File: src/rtl/ucr_pkg.sv
`timescale 1ns / 1ps
`default_nettype none
// ----------------------------------------------------------------------------
// ucr_pkg
// Types and constants for the serial command recogniser: characters,
// parser and process state codes, register indexes and field widths.
// ----------------------------------------------------------------------------
package ucr_pkg;

  localparam int PREFIX_LEN = 5;

  localparam logic [7:0] CH_BANG = 8'h21;
  localparam logic [7:0] CH_R    = 8'h52;
  localparam logic [7:0] CH_S    = 8'h53;
  localparam logic [7:0] CH_T    = 8'h54;
  localparam logic [7:0] CH_O    = 8'h4F;
  localparam logic [7:0] CH_K    = 8'h4B;
  localparam logic [7:0] CH_HASH = 8'h23;
  localparam logic [7:0] CH_CR   = 8'h0D;
  localparam logic [7:0] CH_BS   = 8'h08;

  localparam logic [15:0] FIRST_WAIT_RESET  = 16'd10;
  localparam logic [15:0] REPEAT_WAIT_RESET = 16'd3000;

  localparam int CFG_IDX_W = 1;
  localparam logic [CFG_IDX_W-1:0] CFG_FIRST_WAIT  = 1'b0;
  localparam logic [CFG_IDX_W-1:0] CFG_REPEAT_WAIT = 1'b1;

  localparam int IN_DATA_W  = 24;
  localparam int OUT_DATA_W = 48;

  typedef enum logic [8:0] {
    PS_START = 9'b000000001,
    PS_R     = 9'b000000010,
    PS_S     = 9'b000000100,
    PS_T     = 9'b000001000,
    PS_O     = 9'b000010000,
    PS_K     = 9'b000100000,
    PS_END   = 9'b001000000,
    PS_BAD   = 9'b010000000,
    PS_IDLE  = 9'b100000000
  } parse_state_t;

  typedef enum logic [3:0] {
    QS_WAIT_RST  = 4'b0001,
    QS_ERROR     = 4'b0010,
    QS_SAMPLE    = 4'b0100,
    QS_AWAIT_ACK = 4'b1000
  } proc_state_t;

endpackage
`default_nettype wire

File: src/rtl/uart_command_recognizer_core.sv
`timescale 1ns / 1ps
`default_nettype none
// ----------------------------------------------------------------------------
// uart_command_recognizer_core
// Recognises the typed commands !RST# and !OK# with backspace editing,
// echoes characters and drives the sample / report / timer request cycle.
// ----------------------------------------------------------------------------
// Usage:
//   in_*   : one item per handshake; in_tuser is the mode (0 = received
//            byte, 1 = process tick), in_tdata carries byte, sample, expiry.
//   out_*  : exactly one result item per input item, in order.
//   cfg_*  : register writes (index 0 first wait, 1 repeat wait), always
//            ready, to be used while the block is idle.
// Timing:
//   an accepted item is held in the input register, where the parser and
//   process machine update; the result is then registered in the result
//   register, which drives out_tvalid. One item per cycle is sustained
//   while out_tready stays high, since the state update is done in the
//   input register stage.
// Reset:
//   parser idle, process waiting for RST, typed count and held sample zero,
//   wait registers at 10 and 3000 ticks. The prefix store is not cleared.
// Stall:
//   while out_tready is low a pending result stays in the result register;
//   the input register fills, then in_tready drops until the result is taken.
// ----------------------------------------------------------------------------
module uart_command_recognizer_core #(
  parameter int BUFFER_DEPTH = 32
) (
  input  wire                               clk,
  input  wire                               rst_n,
  input  wire                               in_tvalid,
  output logic                              in_tready,
  // rx_byte[7:0], adc_sample[19:8], timer_expired[20], zero fill
  input  wire  [ucr_pkg::IN_DATA_W-1:0]     in_tdata,
  // mode[0]
  input  wire  [0:0]                        in_tuser,
  output logic                              out_tvalid,
  input  wire                               out_tready,
  // echo_valid[0], echo_byte[8:1], send_error[9], send_report[10],
  // report_value[22:11], report_newline_first[23], timer_load[24],
  // timer_ticks[40:25], led_toggle[41], zero fill
  output logic [ucr_pkg::OUT_DATA_W-1:0]    out_tdata,
  input  wire                               cfg_valid,
  output logic                              cfg_ready,
  input  wire  [ucr_pkg::CFG_IDX_W-1:0]     cfg_index,
  input  wire  [15:0]                       cfg_data
);

  localparam int CNT_W = $clog2(BUFFER_DEPTH + 1);
  localparam logic [CNT_W-1:0] DEPTH_C = CNT_W'(BUFFER_DEPTH);

  logic [15:0] first_wait_r;
  logic [15:0] repeat_wait_r;

  logic        s1_valid_r;
  logic        s1_mode_r;
  logic [7:0]  s1_byte_r;
  logic [11:0] s1_sample_r;
  logic        s1_exp_r;
  logic        s1_adv;

  ucr_pkg::parse_state_t parse_r, parse_nxt;
  ucr_pkg::proc_state_t  proc_r, proc_nxt;
  logic [CNT_W-1:0] count_r, count_nxt, count_dec;
  logic [11:0]      held_r, held_nxt;
  logic [7:0]       prefix_r [ucr_pkg::PREFIX_LEN];
  logic             push;

  logic                        out_valid_r;
  logic [ucr_pkg::OUT_DATA_W-1:0] out_tdata_r;
  logic [ucr_pkg::OUT_DATA_W-1:0] res_nxt;

  logic        echo_valid, send_error, send_report, newline_first;
  logic        timer_load, led_toggle;
  logic [7:0]  echo_byte;
  logic [11:0] report_value;
  logic [15:0] timer_ticks;

  logic        m0, m1r, m1o, m2s, m2k, m3t, m3h, m4h, is_ok;
  logic [7:0]  want, want2;
  logic        want2_en;
  ucr_pkg::parse_state_t next_s, next2_s, prev_s;

  // configuration
  assign cfg_ready = 1'b1;

  always_ff @(posedge clk) begin
    if (!rst_n) begin
      first_wait_r  <= ucr_pkg::FIRST_WAIT_RESET;
      repeat_wait_r <= ucr_pkg::REPEAT_WAIT_RESET;
    end else if (cfg_valid) begin
      unique case (cfg_index)
        ucr_pkg::CFG_FIRST_WAIT:  first_wait_r  <= cfg_data;
        ucr_pkg::CFG_REPEAT_WAIT: repeat_wait_r <= cfg_data;
        default: ;
      endcase
    end
  end

  // input register
  assign s1_adv    = s1_valid_r && (!out_valid_r || out_tready);
  assign in_tready = !s1_valid_r || s1_adv;

  always_ff @(posedge clk) begin
    if (!rst_n) begin
      s1_valid_r <= 1'b0;
    end else if (in_tready) begin
      s1_valid_r <= in_tvalid;
    end
  end

  always_ff @(posedge clk) begin
    if (in_tready && in_tvalid) begin
      s1_mode_r   <= in_tuser[0];
      s1_byte_r   <= in_tdata[7:0];
      s1_sample_r <= in_tdata[19:8];
      s1_exp_r    <= in_tdata[20];
    end
  end

  // prefix matches
  assign m0    = prefix_r[0] == ucr_pkg::CH_BANG;
  assign m1r   = prefix_r[1] == ucr_pkg::CH_R;
  assign m1o   = prefix_r[1] == ucr_pkg::CH_O;
  assign m2s   = prefix_r[2] == ucr_pkg::CH_S;
  assign m2k   = prefix_r[2] == ucr_pkg::CH_K;
  assign m3t   = prefix_r[3] == ucr_pkg::CH_T;
  assign m3h   = prefix_r[3] == ucr_pkg::CH_HASH;
  assign m4h   = prefix_r[4] == ucr_pkg::CH_HASH;
  assign is_ok = m1o;

  assign count_dec = (count_r != '0) ? count_r - CNT_W'(1) : count_r;

  // expected letters per command state
  always_comb begin
    want     = ucr_pkg::CH_HASH;
    want2    = ucr_pkg::CH_O;
    want2_en = 1'b0;
    next_s   = ucr_pkg::PS_BAD;
    next2_s  = ucr_pkg::PS_BAD;
    prev_s   = ucr_pkg::PS_IDLE;
    unique case (parse_r)
      ucr_pkg::PS_START: begin
        want = ucr_pkg::CH_R; next_s = ucr_pkg::PS_R;
        want2_en = 1'b1; next2_s = ucr_pkg::PS_O; prev_s = ucr_pkg::PS_IDLE;
      end
      ucr_pkg::PS_R: begin
        want = ucr_pkg::CH_S; next_s = ucr_pkg::PS_S; prev_s = ucr_pkg::PS_START;
      end
      ucr_pkg::PS_S: begin
        want = ucr_pkg::CH_T; next_s = ucr_pkg::PS_T; prev_s = ucr_pkg::PS_R;
      end
      ucr_pkg::PS_T: begin
        want = ucr_pkg::CH_HASH; next_s = ucr_pkg::PS_END; prev_s = ucr_pkg::PS_S;
      end
      ucr_pkg::PS_O: begin
        want = ucr_pkg::CH_K; next_s = ucr_pkg::PS_K; prev_s = ucr_pkg::PS_START;
      end
      ucr_pkg::PS_K: begin
        want = ucr_pkg::CH_HASH; next_s = ucr_pkg::PS_END; prev_s = ucr_pkg::PS_O;
      end
      default: ;
    endcase
  end

  // parser and process update
  always_comb begin
    parse_nxt     = parse_r;
    proc_nxt      = proc_r;
    count_nxt     = count_r;
    held_nxt      = held_r;
    push          = 1'b0;
    echo_valid    = 1'b0;
    echo_byte     = 8'd0;
    send_error    = 1'b0;
    send_report   = 1'b0;
    report_value  = 12'd0;
    newline_first = 1'b0;
    timer_load    = 1'b0;
    timer_ticks   = 16'd0;
    led_toggle    = 1'b0;

    if (!s1_mode_r) begin
      if (count_r >= DEPTH_C) begin
        // buffer full
        send_error = 1'b1;
        parse_nxt  = ucr_pkg::PS_IDLE;
        count_nxt  = '0;
      end else if (parse_r == ucr_pkg::PS_IDLE) begin
        if (s1_byte_r != ucr_pkg::CH_CR && s1_byte_r != ucr_pkg::CH_BS) begin
          echo_valid = 1'b1;
          echo_byte  = s1_byte_r;
          parse_nxt  = (s1_byte_r == ucr_pkg::CH_BANG) ? ucr_pkg::PS_START
                                                       : ucr_pkg::PS_BAD;
          push       = 1'b1;
        end
      end else begin
        echo_valid = 1'b1;
        echo_byte  = s1_byte_r;
        if (parse_r == ucr_pkg::PS_BAD) begin
          if (s1_byte_r == ucr_pkg::CH_CR) begin
            parse_nxt = ucr_pkg::PS_IDLE;
            count_nxt = '0;
            proc_nxt  = ucr_pkg::QS_ERROR;
          end else if (s1_byte_r != ucr_pkg::CH_BS) begin
            push = 1'b1;
          end else begin
            count_nxt = count_dec;
            // re-enter a command state when the line is a valid prefix again, idle when empty
            if (count_dec == CNT_W'(5) && m0 && m1r && m2s && m3t && m4h)
              parse_nxt = ucr_pkg::PS_END;
            else if (count_dec == CNT_W'(2) && m0 && m1r)
              parse_nxt = ucr_pkg::PS_R;
            else if (count_dec == CNT_W'(3) && m0 && m1r && m2s)
              parse_nxt = ucr_pkg::PS_S;
            else if (count_dec == CNT_W'(4) && m0 && m1r && m2s && m3t)
              parse_nxt = ucr_pkg::PS_T;
            if (count_dec == CNT_W'(4) && m0 && m1o && m2k && m3h)
              parse_nxt = ucr_pkg::PS_END;
            else if (count_dec == CNT_W'(3) && m0 && m1o && m2k)
              parse_nxt = ucr_pkg::PS_K;
            else if (count_dec == CNT_W'(2) && m0 && m1o)
              parse_nxt = ucr_pkg::PS_O;
            else if (count_dec == CNT_W'(1) && m0)
              parse_nxt = ucr_pkg::PS_START;
            else if (count_dec == '0)
              parse_nxt = ucr_pkg::PS_IDLE;
          end
        end else if (parse_r == ucr_pkg::PS_END) begin
          if (s1_byte_r == ucr_pkg::CH_CR) begin
            parse_nxt = ucr_pkg::PS_IDLE;
            count_nxt = '0;
            if (is_ok) begin
              if (held_r != 12'd0) begin
                proc_nxt = ucr_pkg::QS_WAIT_RST;
                held_nxt = 12'd0;
              end else begin
                proc_nxt = ucr_pkg::QS_ERROR;
              end
            end else begin
              proc_nxt = ucr_pkg::QS_SAMPLE;
            end
          end else if (s1_byte_r == ucr_pkg::CH_BS) begin
            parse_nxt = is_ok ? ucr_pkg::PS_K : ucr_pkg::PS_T;
            count_nxt = count_dec;
          end else begin
            parse_nxt = ucr_pkg::PS_BAD;
            push      = 1'b1;
          end
        end else begin
          if (s1_byte_r == want) begin
            parse_nxt = next_s;
            push      = 1'b1;
          end else if (want2_en && s1_byte_r == want2) begin
            parse_nxt = next2_s;
            push      = 1'b1;
          end else if (s1_byte_r == ucr_pkg::CH_BS) begin
            parse_nxt = prev_s;
            count_nxt = count_dec;
          end else if (s1_byte_r == ucr_pkg::CH_CR) begin
            parse_nxt = ucr_pkg::PS_IDLE;
            count_nxt = '0;
            proc_nxt  = ucr_pkg::QS_ERROR;
          end else begin
            parse_nxt = ucr_pkg::PS_BAD;
            push      = 1'b1;
          end
        end
      end
      if (push) count_nxt = count_r + CNT_W'(1);
    end else begin
      unique case (proc_r)
        ucr_pkg::QS_SAMPLE: begin
          held_nxt    = s1_sample_r;
          proc_nxt    = ucr_pkg::QS_AWAIT_ACK;
          timer_load  = 1'b1;
          timer_ticks = first_wait_r;
        end
        ucr_pkg::QS_AWAIT_ACK: begin
          if (s1_exp_r) begin
            send_report   = 1'b1;
            report_value  = held_r;
            newline_first = count_r != '0;
            led_toggle    = 1'b1;
            count_nxt     = '0;
            parse_nxt     = ucr_pkg::PS_IDLE;
            timer_load    = 1'b1;
            timer_ticks   = repeat_wait_r;
          end
        end
        ucr_pkg::QS_ERROR: begin
          proc_nxt   = (held_r == 12'd0) ? ucr_pkg::QS_WAIT_RST
                                         : ucr_pkg::QS_AWAIT_ACK;
          send_error = 1'b1;
        end
        default: ;
      endcase
    end
  end

  assign res_nxt = {6'd0, led_toggle, timer_ticks, timer_load, newline_first,
                    report_value, send_report, send_error, echo_byte, echo_valid};

  always_ff @(posedge clk) begin
    if (!rst_n) begin
      parse_r <= ucr_pkg::PS_IDLE;
      proc_r  <= ucr_pkg::QS_WAIT_RST;
      count_r <= '0;
      held_r  <= 12'd0;
    end else if (s1_adv) begin
      parse_r <= parse_nxt;
      proc_r  <= proc_nxt;
      count_r <= count_nxt;
      held_r  <= held_nxt;
    end
  end

  // first characters of the line
  for (genvar i = 0; i < ucr_pkg::PREFIX_LEN; i++) begin : g_prefix
    always_ff @(posedge clk) begin
      if (s1_adv && push && count_r == CNT_W'(i)) begin
        prefix_r[i] <= s1_byte_r;
      end
    end
  end

  // result register
  always_ff @(posedge clk) begin
    if (!rst_n) begin
      out_valid_r <= 1'b0;
    end else if (s1_adv) begin
      out_valid_r <= 1'b1;
    end else if (out_tready) begin
      out_valid_r <= 1'b0;
    end
  end

  always_ff @(posedge clk) begin
    if (s1_adv) begin
      out_tdata_r <= res_nxt;
    end
  end

  assign out_tvalid = out_valid_r;
  assign out_tdata  = out_tdata_r;

`ifndef SYNTHESIS
  a_count_bound: assert property (@(posedge clk) disable iff (!rst_n)
    count_r <= DEPTH_C)
    else $error("typed count beyond buffer depth");

  a_adv_gives_result: assert property (@(posedge clk) disable iff (!rst_n)
    s1_adv |=> out_valid_r)
    else $error("processed item produced no result");

  a_report_on_expiry: assert property (@(posedge clk) disable iff (!rst_n)
    (s1_adv && s1_mode_r && s1_exp_r && proc_r == ucr_pkg::QS_AWAIT_ACK)
    |=> (out_tdata_r[10] && out_tdata_r[24] && out_tdata_r[41]))
    else $error("timer expiry while awaiting acknowledgement gave no report");
`endif

endmodule
`default_nettype wire
File: config.mk
export PLATFORM = sky130hd
export DESIGN_NAME = uart_command_recognizer_core
export DESIGN_NICKNAME = d
export VERILOG_FILES = /design/src/rtl/ucr_pkg.sv /design/src/rtl/uart_command_recognizer_core.sv
export SDC_FILE = /design/constraint.sdc
export NUM_CORES = 1
export LEC_CHECK = 0
export ABC_AREA = 0
export BUFFER_PORTS_ARGS = -buffer_cell sky130_fd_sc_hd__buf_2
export CORE_UTILIZATION = 58
export DETAILED_ROUTE_END_ITERATION = 8
export PLACE_DENSITY = 0.88
export SLEW_MARGIN = 0
export SYNTH_ARGS = -nofsm -noshare
export SYNTH_HDL_FRONTEND = slang
export SYNTH_SLANG_ARGS = --single-unit
export TNS_END_PERCENT = 50
File: constraint.sdc
create_clock -name clk -period 8.5 [get_ports clk]
set_input_delay 0 -clock clk [delete_from_list [all_inputs] [get_ports clk]]
set_output_delay 0 -clock clk [all_outputs]
set_load 0.05 [all_outputs]
Word level (Yosys, flattened, before mapping)
Memory sizes are Yosys's and may differ from the RTL's. Index checks and enable logic that the tools add are counted.

Bits in registers: 128. Latch bits: 0. RAM bits: 40. Memory bits (read-only): 0. Bits of input ports: 47. Output and inout bits: 51. Word-level logic and storage cells: 258. Memories kept: 1.

Memories: prefix_r (words 5, bits a word 8, rd ports 5, clocked after memory_dff 0, write ports 1, line uart_command_recognizer_core.sv:67) `logic [7:0] prefix_r [ucr_pkg::PREFIX_LEN];`.

Add/sub/neg operators: 2. Multipliers: 0. Div/mod/pow operators: 0. $lt $le $gt $ge: 1. Equal/unequal tests: 54. Shift-type cells: 0. Muxes and demuxes: 123. Bitwise logic cells: 1. Reductions and logical operators: 60.

Operator list (number): two-way mux 9 bit (24); two-way mux 12 bit (9); two-way mux 6 bit (18); two-way mux 8 bit (9); == test 8 x 7 -> 1 bit, second input constant (6); two-way mux 4 bit (12); case mux 8 bit (5 select lines) (1); two-way mux 1 bit (39); case mux 9 bit (4 select lines) (1); == test 8 x 6 -> 1 bit, second input constant (4); case mux 16 bit (2 select lines) (1); OR reduction 8 bit (4); logical AND 1 bit (31); case mux 7 bit (4 select lines) (1); == test 6 x 2 -> 1 bit, second input constant (4); == test 6 x 3 -> 1 bit, second input constant (3); inequality test 6 x 5 -> 1 bit, second input constant (3); == test 8 x 4 -> 1 bit, second input constant (2); two-way mux 16 bit (1); inequality test 8 x 4 -> 1 bit, second input constant (2); AND reduction 8 bit (2); inequality test 14 x 4 -> 1 bit, second input constant (1); == test 6 x 1 -> 1 bit, second input constant (2); logical NOT 12 bit (1); 38 further kinds (60).

Logic depth before layout (Yosys ltp)
Gate-level depths: netlist (run 1).

Word-level depth: 22. Gate-level depth with buffers: 11.

Worst setup path after synthesis (run 1)
Ideal clock, no wire load.

Path kind: register to register. Start point: register count_r[1]. End point: register parse_r[8]. Setup time: 117 ps. Arrival: 2564 ps. Data required time: 8383 ps. Setup slack: 5819 ps. Stages on the path, launching flop included: 12. Path buffers: 1. Period minus slack after synthesis: 2681 ps. Path through: dfxtp_1 > buf_2 > inv_1 > ha_1 > or3b_1 > o21ai_1 > a2111oi_0 > o31ai_1 > o2111ai_4 > o21ai_4 > nand2_4 > o22a_1.

Longest elaborated chain between the ends: 20. Elaborated cells between the ends (all ways): 49. Those cells by class: add/sub (1); order compare (1); eq/ne (8); mux (15); reduce/logical (24).

RTL lines: start: declaration (line uart_command_recognizer_core.sv:65) `logic [CNT_W-1:0] count_r, count_nxt, count_dec;`; start signal: assignment (line uart_command_recognizer_core.sv:314) `count_r <= count_nxt;`; subtractor 6 x 1 -> 6 bit or nonzero test 6 bit (tied branches) (line uart_command_recognizer_core.sv:133) `assign count_dec = (count_r != '0) ? count_r - CNT_W'(1) : count_r;`; two-way mux 6 bit (line uart_command_recognizer_core.sv:133); == test 6 x 2 -> 1 bit or == test 6 x 3 -> 1 bit (tied branches) (line uart_command_recognizer_core.sv:215, uart_command_recognizer_core.sv:221, uart_command_recognizer_core.sv:211); logical AND 1 bit (on tied branches) (line uart_command_recognizer_core.sv:215, uart_command_recognizer_core.sv:221, uart_command_recognizer_core.sv:211); logical AND 1 bit (on tied branches) (2 in series) (line uart_command_recognizer_core.sv:215, uart_command_recognizer_core.sv:211); two-way mux 9 bit or logical AND 1 bit (tied branches) (line uart_command_recognizer_core.sv:215, uart_command_recognizer_core.sv:211); two-way mux 9 bit or logical AND 1 bit (tied branches) (line uart_command_recognizer_core.sv:213, uart_command_recognizer_core.sv:211); two-way mux 9 bit (line uart_command_recognizer_core.sv:211) `if (count_dec == CNT_W'(5) && m0 && m1r && m2s && m3t && m4h)`; [3 not listed]; two-way mux 9 bit (line uart_command_recognizer_core.sv:221) `else if (count_dec == CNT_W'(3) && m0 && m1o && m2k)`; two-way mux 9 bit (line uart_command_recognizer_core.sv:219) `if (count_dec == CNT_W'(4) && m0 && m1o && m2k && m3h)`; two-way mux 9 bit (line uart_command_recognizer_core.sv:206) `end else if (s1_byte_r != ucr_pkg::CH_BS) begin`; two-way mux 9 bit (line uart_command_recognizer_core.sv:202) `if (s1_byte_r == ucr_pkg::CH_CR) begin`; two-way mux 9 bit (line uart_command_recognizer_core.sv:201) `if (parse_r == ucr_pkg::PS_BAD) begin`; two-way mux 9 bit (line uart_command_recognizer_core.sv:190) `end else if (parse_r == ucr_pkg::PS_IDLE) begin`; two-way mux 9 bit (line uart_command_recognizer_core.sv:185) `if (count_r >= DEPTH_C) begin`; two-way mux 9 bit (line uart_command_recognizer_core.sv:184) `if (!s1_mode_r) begin`; end signal: assignment (line uart_command_recognizer_core.sv:307) `parse_r <= ucr_pkg::PS_IDLE;`; end signal: assignment (line uart_command_recognizer_core.sv:312) `parse_r <= parse_nxt;`; end: declaration (line uart_command_recognizer_core.sv:63) `ucr_pkg::parse_state_t parse_r, parse_nxt;`.

Parallel ways exist; a longest one is shown, timed or not. The select of a mux whose other input is x is not followed. A chain may end at the register's enable or synchronous reset.

Worst setup path after layout (run 1)
Start point: register count_r[0]. End point: register parse_r[1].

The elaborated chain is that of the path after synthesis.

==> results.yml, run 1 <==
outcome:
  outcome: "finished, final reports clean"
logic_synthesis:
  netlist_area_um2: 7709
  yosysWarnings: 0
  syn_area_per_cell_um2: 10.83
  synth.most_common_cell: "edfxtp_1"
  synth_edf_count: 103
  synthCells: 712
  ys.flop_type: "edfxtp_1"
  async_reset_ff_share_pct: 0
  synth_top_area_cell: "edfxtp_1"
  yosysUniqueCellTypes: 78
  ys_ff_latch: 168
  ys_seq_area_share_pct: 57.00
  netlist.area_leader.share_pct: 40.12
  synthTopCellsByArea: "edfxtp_1 (40%), dfxtp_1 (17%), nand2_1 (4.5%)"
  synth.top_cells.by_count: "edfxtp_1 (103), nand2_1 (92), dfxtp_1 (65)"
clock_network:
  clockBufferDepth: 2
  clk_latency_ns: 0.43
  cts.repair.resized: 0
  path_clk_slew_ns: 0.07
  cts_sinks: 168
  cts_tree: "done"
  htreeDepth: 4
  root_buffer: "clkbuf_16"
  postCtsSetupBuffers: 0
  numCtsBuffers: 17
layout:
  nets: 869
  fillers: 868
  n_antenna_cell: 0
  final_area_um2: 9159
  drive_above_1_share_pct: 18.43
  synthToLayoutAreaGrowth_pct: 18.81
drt:
  routed_via_density: 6.098
  vias: 6110
  drtIter0Drc: 626
  drc: 0
  drt-wirelength-per-cell_um: 18.11
  ant_nets: 0
  dr.pass1.iters: 6
  totalWireLength_mm: 18.15
floorplan:
  die_w_um: 117.3
  row_count: 41
  io_pins: 98
  initial_core_util_pct: 60.35
  dieArea_um2: 13760
  fp.dieH_um: 117.3
  coreArea_um2: 12770
timing:
  setup_tns_ns: 0
  period_share_pct: 37.33
  slew_violations: 0
  final.min_clock_period_ns: 3.173
  max_freq_ghz: 0.3151
  worst_pin_slew_ns: 1.163
  skew_ns: 0.008456
  grt_setup_unrepaired: "false"
  hold_viol_final: 0
  relSlewSlack_pct: 22.33
  finalSetupViolations: 0
global_route:
  grt_max_degree: 65
  grt_antenna_before_repair: 0
  overflow: 0
  grt_pass1_vias: 5859
  grt_pass1_wl_mm: 29.01
  track_usage_pct: 28.22
setup_path:
  slowest_delay_ns: 0.76
  cp_top_family: "compound AO/OA/AOI/OAI gates"
  crit_chain: "inv_1 > ha_1 > nor3b_2 > nand4_1 > a2111oi_1 > o31ai_1 > nor3b_1 > a22oi_1 > o21ai_1"
  rr_startpoint: "count_r[0]$_SDFFE_PN0P_"
  worst_setup_path_start_kind: "flip-flop"
  cpMaxStageDelayCell: "a2111oi_1"
  path_buf_inv: 1
  worstPathRequired_ns: 8.81
  crit_path_max_fanout: 13
  end_kind: "flip-flop"
  critPathKind: "flip-flop to flip-flop"
  worstRegToRegCells: 9
  ff2ff_setup_slack_ns: 5.33
  crit_arrival_ns: 3.48
  timing.rr.end: "parse_r[1]$_SDFFE_PN0P_"
  startpoint: "count_r[0]$_SDFFE_PN0P_"
  crit_end: "parse_r[1]$_SDFFE_PN0P_"
  crit_cells: 9
placement:
  place_area_um2: 8153
  globalplace.congestion: 0.8890
  io_buffers: 87
  dpl.hpwl_mm: 11.54
power_and_ir_drop:
  p_int_mw: 1.367
  pwr-share-comb_pct: 7.1
  seq_power_share_pct: 50.3
  sw_frac_of_total_pct: 24.29
  ir_worst_vdd_v: 0.0001504
  leakagePower_nw: 3.351
  switchingPower_mw: 0.4387
  total_power_mw: 1.806
  clkPwrFrac_pct: 42.5
  power_density_nw_per_um2: 197.2
min_path:
  hold_class: "primary input to flip-flop"
flow_run:
  cap_viol_max_count: 0
-- through the flow --
step                setup WS (ns)  util (%)  instances  hold WS [ns]
finish                      5.327     71.70       1002        0.1523
global route                5.123     71.70       1002        0.2108
CTS                         5.398     71.70       1002        0.1495
detailed placement          5.419     63.83        929        0.1781
global placement            5.488     63.83        929        0.1758
floorplan                   5.819         -        717       0.09887
-- cell usage in the layout (no fill, tap or decap), types with 6 or more instances in the layout --
master,n
inv_1,10
nor2_1,49
nand3_1,30
dfxtp_1,65
o21ai_1,10
dlygate4sd3_1,41
nor4_1,6
inv_6,6
nor4b_1,8
edfxtp_1,103
nand2_1,92
or3_1,6
a22oi_1,34
and2_1,19
nor3_1,13
conb_1,7
or4_1,6
a21boi_0,23
nand4_1,11
a21oi_1,13
o21ai_0,15
nor2b_1,22
clkbuf_16,19
and3_1,19
buf_2,87
xor2_1,8
-- cells by family after synthesis --
family / count (synthesis) / share of synthesized area, %
xor+xnor: 12 / 1.363
compound gates: 142 / 13.83
buf+inv: 61 / 3.798
mux: 4 / 0.5681
flops: 168 / 57.00
other cells: 2 / 0.09742
fa+ha+maj: 5 / 0.8116
simple gates: 318 / 22.53
-- layer usage --
layer  track usage, %  share of wire, %
met5                0                 0
met3            5.458               7.0
met1            33.90                39
met2            47.45                51
met4            16.37               3.2
-- sequential cells by signal (all words and copies together) (netlist names), 4 cells and up --
signal and flops:
prefix_r 40, first_wait_r 16, out_tdata 41, proc_r 4, count_r 6, parse_r 9
held_r 12, repeat_wait_r 16, s1_sample_r 12, s1_byte_r 8
-- how the worst min path moves through the flow --
| stage | startpoint | end | slack, ns | cells after the start |
|---|---|---|---|---|
| floorplan | in_tdata[0] | s1_byte_r[0]$_DFFE_PP_ | 0.1 | 0 |
| global placement | in_tdata[0] | s1_byte_r[0]$_DFFE_PP_ | 0.18 | 1 |
| detailed placement | in_tdata[7] | s1_byte_r[7]$_DFFE_PP_ | 0.18 | 1 |
| CTS | cfg_index | first_wait_r[6]$_SDFFE_PN0P_ | 0.15 | 4 |
| global route | cfg_index | first_wait_r[13]$_SDFFE_PN0P_ | 0.21 | 4 |
| finish | cfg_index | first_wait_r[13]$_SDFFE_PN0P_ | 0.15 | 4 |
-- what timing repair did --
item                                   in CTS  in global routing
setup endpoints to repair                   0                  0
endpoints found under the hold margin      56                  0
hold buffers                               41                  0
-- worst register-to-register path: stages, from the launching register on --
cell and delay, ns:
dfxtp_1 0.44, inv_1 0.17, ha_1 0.34, nor3b_2 0.42, nand4_1 0.24, a2111oi_1 0.76
o31ai_1 0.18, nor3b_1 0.19, a22oi_1 0.24, o21ai_1 0.08
-- power by group through the flow --
stage	registers, mW	clock network (mW)	logic [mW]
detailed placement	0.926	0	0.113
global route	0.911	0.810	0.139
floorplan	0.944	0	0.0613
CTS	0.908	0.772	0.128
finish	0.909	0.768	0.129
global placement	0.924	0	0.109
-- final cells by class --
type                    count  area (um2)  area share (%)
repair buffers            132       875.8           9.563
clock buffers              21       503.0           5.492
flip-flops and latches    168        4394           47.98
inverters                  10       37.54          0.4098
multi-input cells         488        3040           33.20
clock inverters            11       92.59           1.011
well taps                 172       215.2           2.350
Power figures use the tool's default switching activity.
==> run 2: changes to the inputs <==
Clock period 8.5 ns to 3.3 ns, I/O delays scaled along.
==> run 2 against run 1 <==
Compared with the run above:
- register-to-register slack worse by 5.0 ns
- worst hold slack worse by 0.084 ns
- core utilization is 0.73 points higher
- combinational power grew to 2.8 times the previous value
- non-clock buffer count is 15 higher
- wire length is 3.1% higher
- clock power grew to 2.5 times the previous value
- fmax is 6.6% higher
- global-route usage is 0.46 points higher
- critical path depth is 1 higher
- first-iteration DRC count is 7.3% lower
- largest cell class unchanged
==> results.yml, run 2 (synthesis results as in run 1) <==
timing:
  setup_tns_ns: 0
  holdWs_ns: 0.06866
  relSlewSlack_pct: 20.73
  worst_slack_ns: 0.3231
  hold_viol_final: 0
  period_share_pct: 90.21
  worst_pin_slew_ns: 1.187
  skew_ns: 0.01258
  finalSetupViolations: 0
  max_freq_ghz: 0.3359
  final.min_clock_period_ns: 2.977
  grt_setup_unrepaired: "false"
  slew_violations: 0
placement:
  globalplace.congestion: 0.9470
  dpl.hpwl_mm: 11.93
  io_buffers: 87
  pre_cts_slack_ns: 0.4023
floorplan:
  fp.dieH_um: 117.3
  io_pins: 98
  coreArea_um2: 12770
  initial_core_util_pct: 60.35
  dieArea_um2: 13760
  row_count: 41
  die_w_um: 117.3
drt:
  ant_nets: 0
  drt-wirelength-per-cell_um: 18.40
  dr.pass1.iters: 5
  totalWireLength_mm: 18.71
  drtIter0Drc: 580
  drc: 0
  routed_via_density: 6.082
  vias: 6185
clock_network:
  root_buffer: "clkbuf_16"
  path_clk_slew_ns: 0.06
  numCtsBuffers: 17
  clk_latency_ns: 0.43
  clockBufferDepth: 2
  htreeDepth: 4
  cts_sinks: 168
  cts_tree: "done"
  postCtsSetupBuffers: 0
global_route:
  grt_pass1_vias: 5952
  grt-busiest-layer: "met2"
  overflow: 0
  grt_pass1_wl_mm: 29.42
  use_met1_pct: 34.27
  gr-usage-met2_pct: 49.92
  grtUsageMet3_pct: 5.922
  track_usage_pct: 28.67
  grt_antenna_before_repair: 0
  grt_max_degree: 35
setup_path:
  rr_startpoint: "count_r[0]$_SDFFE_PN0P_"
  worst_setup_path_start_kind: "flip-flop"
  worstPathRequired_ns: 3.62
  crit_arrival_ns: 3.29
  slowest_delay_ns: 0.43
  end_kind: "flip-flop"
  crit_chain: "inv_1 > ha_1 > or3b_1 > o21ai_1 > a2111oi_0 > o31ai_1 > o2111ai_4 > o21ai_4 > nand2_4 > o22a_1"
  cpMaxStageDelayCell: "or3b_1"
  startpoint: "count_r[0]$_SDFFE_PN0P_"
  critPathKind: "flip-flop to flip-flop"
  worstRegToRegCells: 10
  crit_path_max_fanout: 9
layout:
  final_common_cell: "edfxtp_1"
  nets: 884
  largest_register_ff_count: 41
  n_antenna_cell: 0
  synthToLayoutAreaGrowth_pct: 20.03
  drive_above_1_share_pct: 19.53
  mostFrequentLayoutCells: "edfxtp_1 (103), nand2_1 (92), buf_2 (87), dfxtp_1 (65), nor2_1 (49)"
  fin_util_pct: 72.44
power_and_ir_drop:
  leakagePower_nw: 3.402
  ir_worst_vdd_v: 0.0003604
  power_density_nw_per_um2: 499.8
  total_power_mw: 4.624
min_path:
  whs_path_depth: 2
  hold_class: "primary input to flip-flop"
  hold_start: "rst_n"
outcome:
  outcome: "finished, final reports clean"
flow_run:
  cap_viol_max_count: 0
==> run 2: cell count changes in the layout (fill, tap and decap cells not counted), sizes merged <==
cell      before  now
bufinv         0    2
inv           20   14
clkinv         1    6
clkinvlp       0    2
clkbuf        21   18
buf           91  106
==> run 2: worst paths after layout <==
path                                        to  slack, ns
setup / recovery       parse_r[8]$_SDFFE_PN1P_       0.32
hold / removal         out_tvalid$_SDFFE_PN0P_       0.07
setup reg to reg       parse_r[8]$_SDFFE_PN1P_       0.32
hold reg to reg   first_wait_r[4]$_SDFFE_PN0P_       0.47
==> run 2: report_power, final <==
part | internal, mW | total (mW) | switching [mW]
sequential | 2.29 | 2.33 | 0.0381
combinational | 0.119 | 0.359 | 0.240
clock | 1.12 | 1.94 | 0.817
total | 3.53 | 4.62 | 1.10
==> run 2: layout make-up <==
class	instances	area, um2
Clock inverter	14	147.6
Clock buffer	18	429.2
Inverter	10	37.54
Multi-Input combinational cell	488	3040
Tap cell	172	215.2
Sequential cell	168	4394
Fill cell	847	3521
Timing Repair Buffer	147	988.4
==> run 2: critical path, delay by kind of cell (launching register included) <==
| family | cells | cell delay (ns) |
|---|---|---|
| and+or+nand+nor | 2 | 0.52 |
| adders and majority gates | 1 | 0.33 |
| DFF | 1 | 0.31 |
| AOI/OAI and AO/OA | 6 | 1.60 |
| buffers and inverters | 1 | 0.12 |
==> run 2: metrics by stage <==
stage,cells,cell area [um2]
2_1_floorplan,717,7727
3_3_place_gp,944,8265
3_5_place_dp,944,8265
4_1_cts,1017,9253
5_1_grt,1017,9253
6_report,1017,9253
==> run 2: metal layers <==
layer | vias to the layer above | share of wire (%)
met5 | - | 0
met4 | 0 | 2.8
met3 | 49 | 6.1
met2 | 276 | 51
met1 | 3005 | 40
li1 | 2855 | -
==> run 2: repair_timing <==
item,CTS,global route
hold buffers,41,0
hold endpoints to repair,56,0
gates resized for setup,0,0
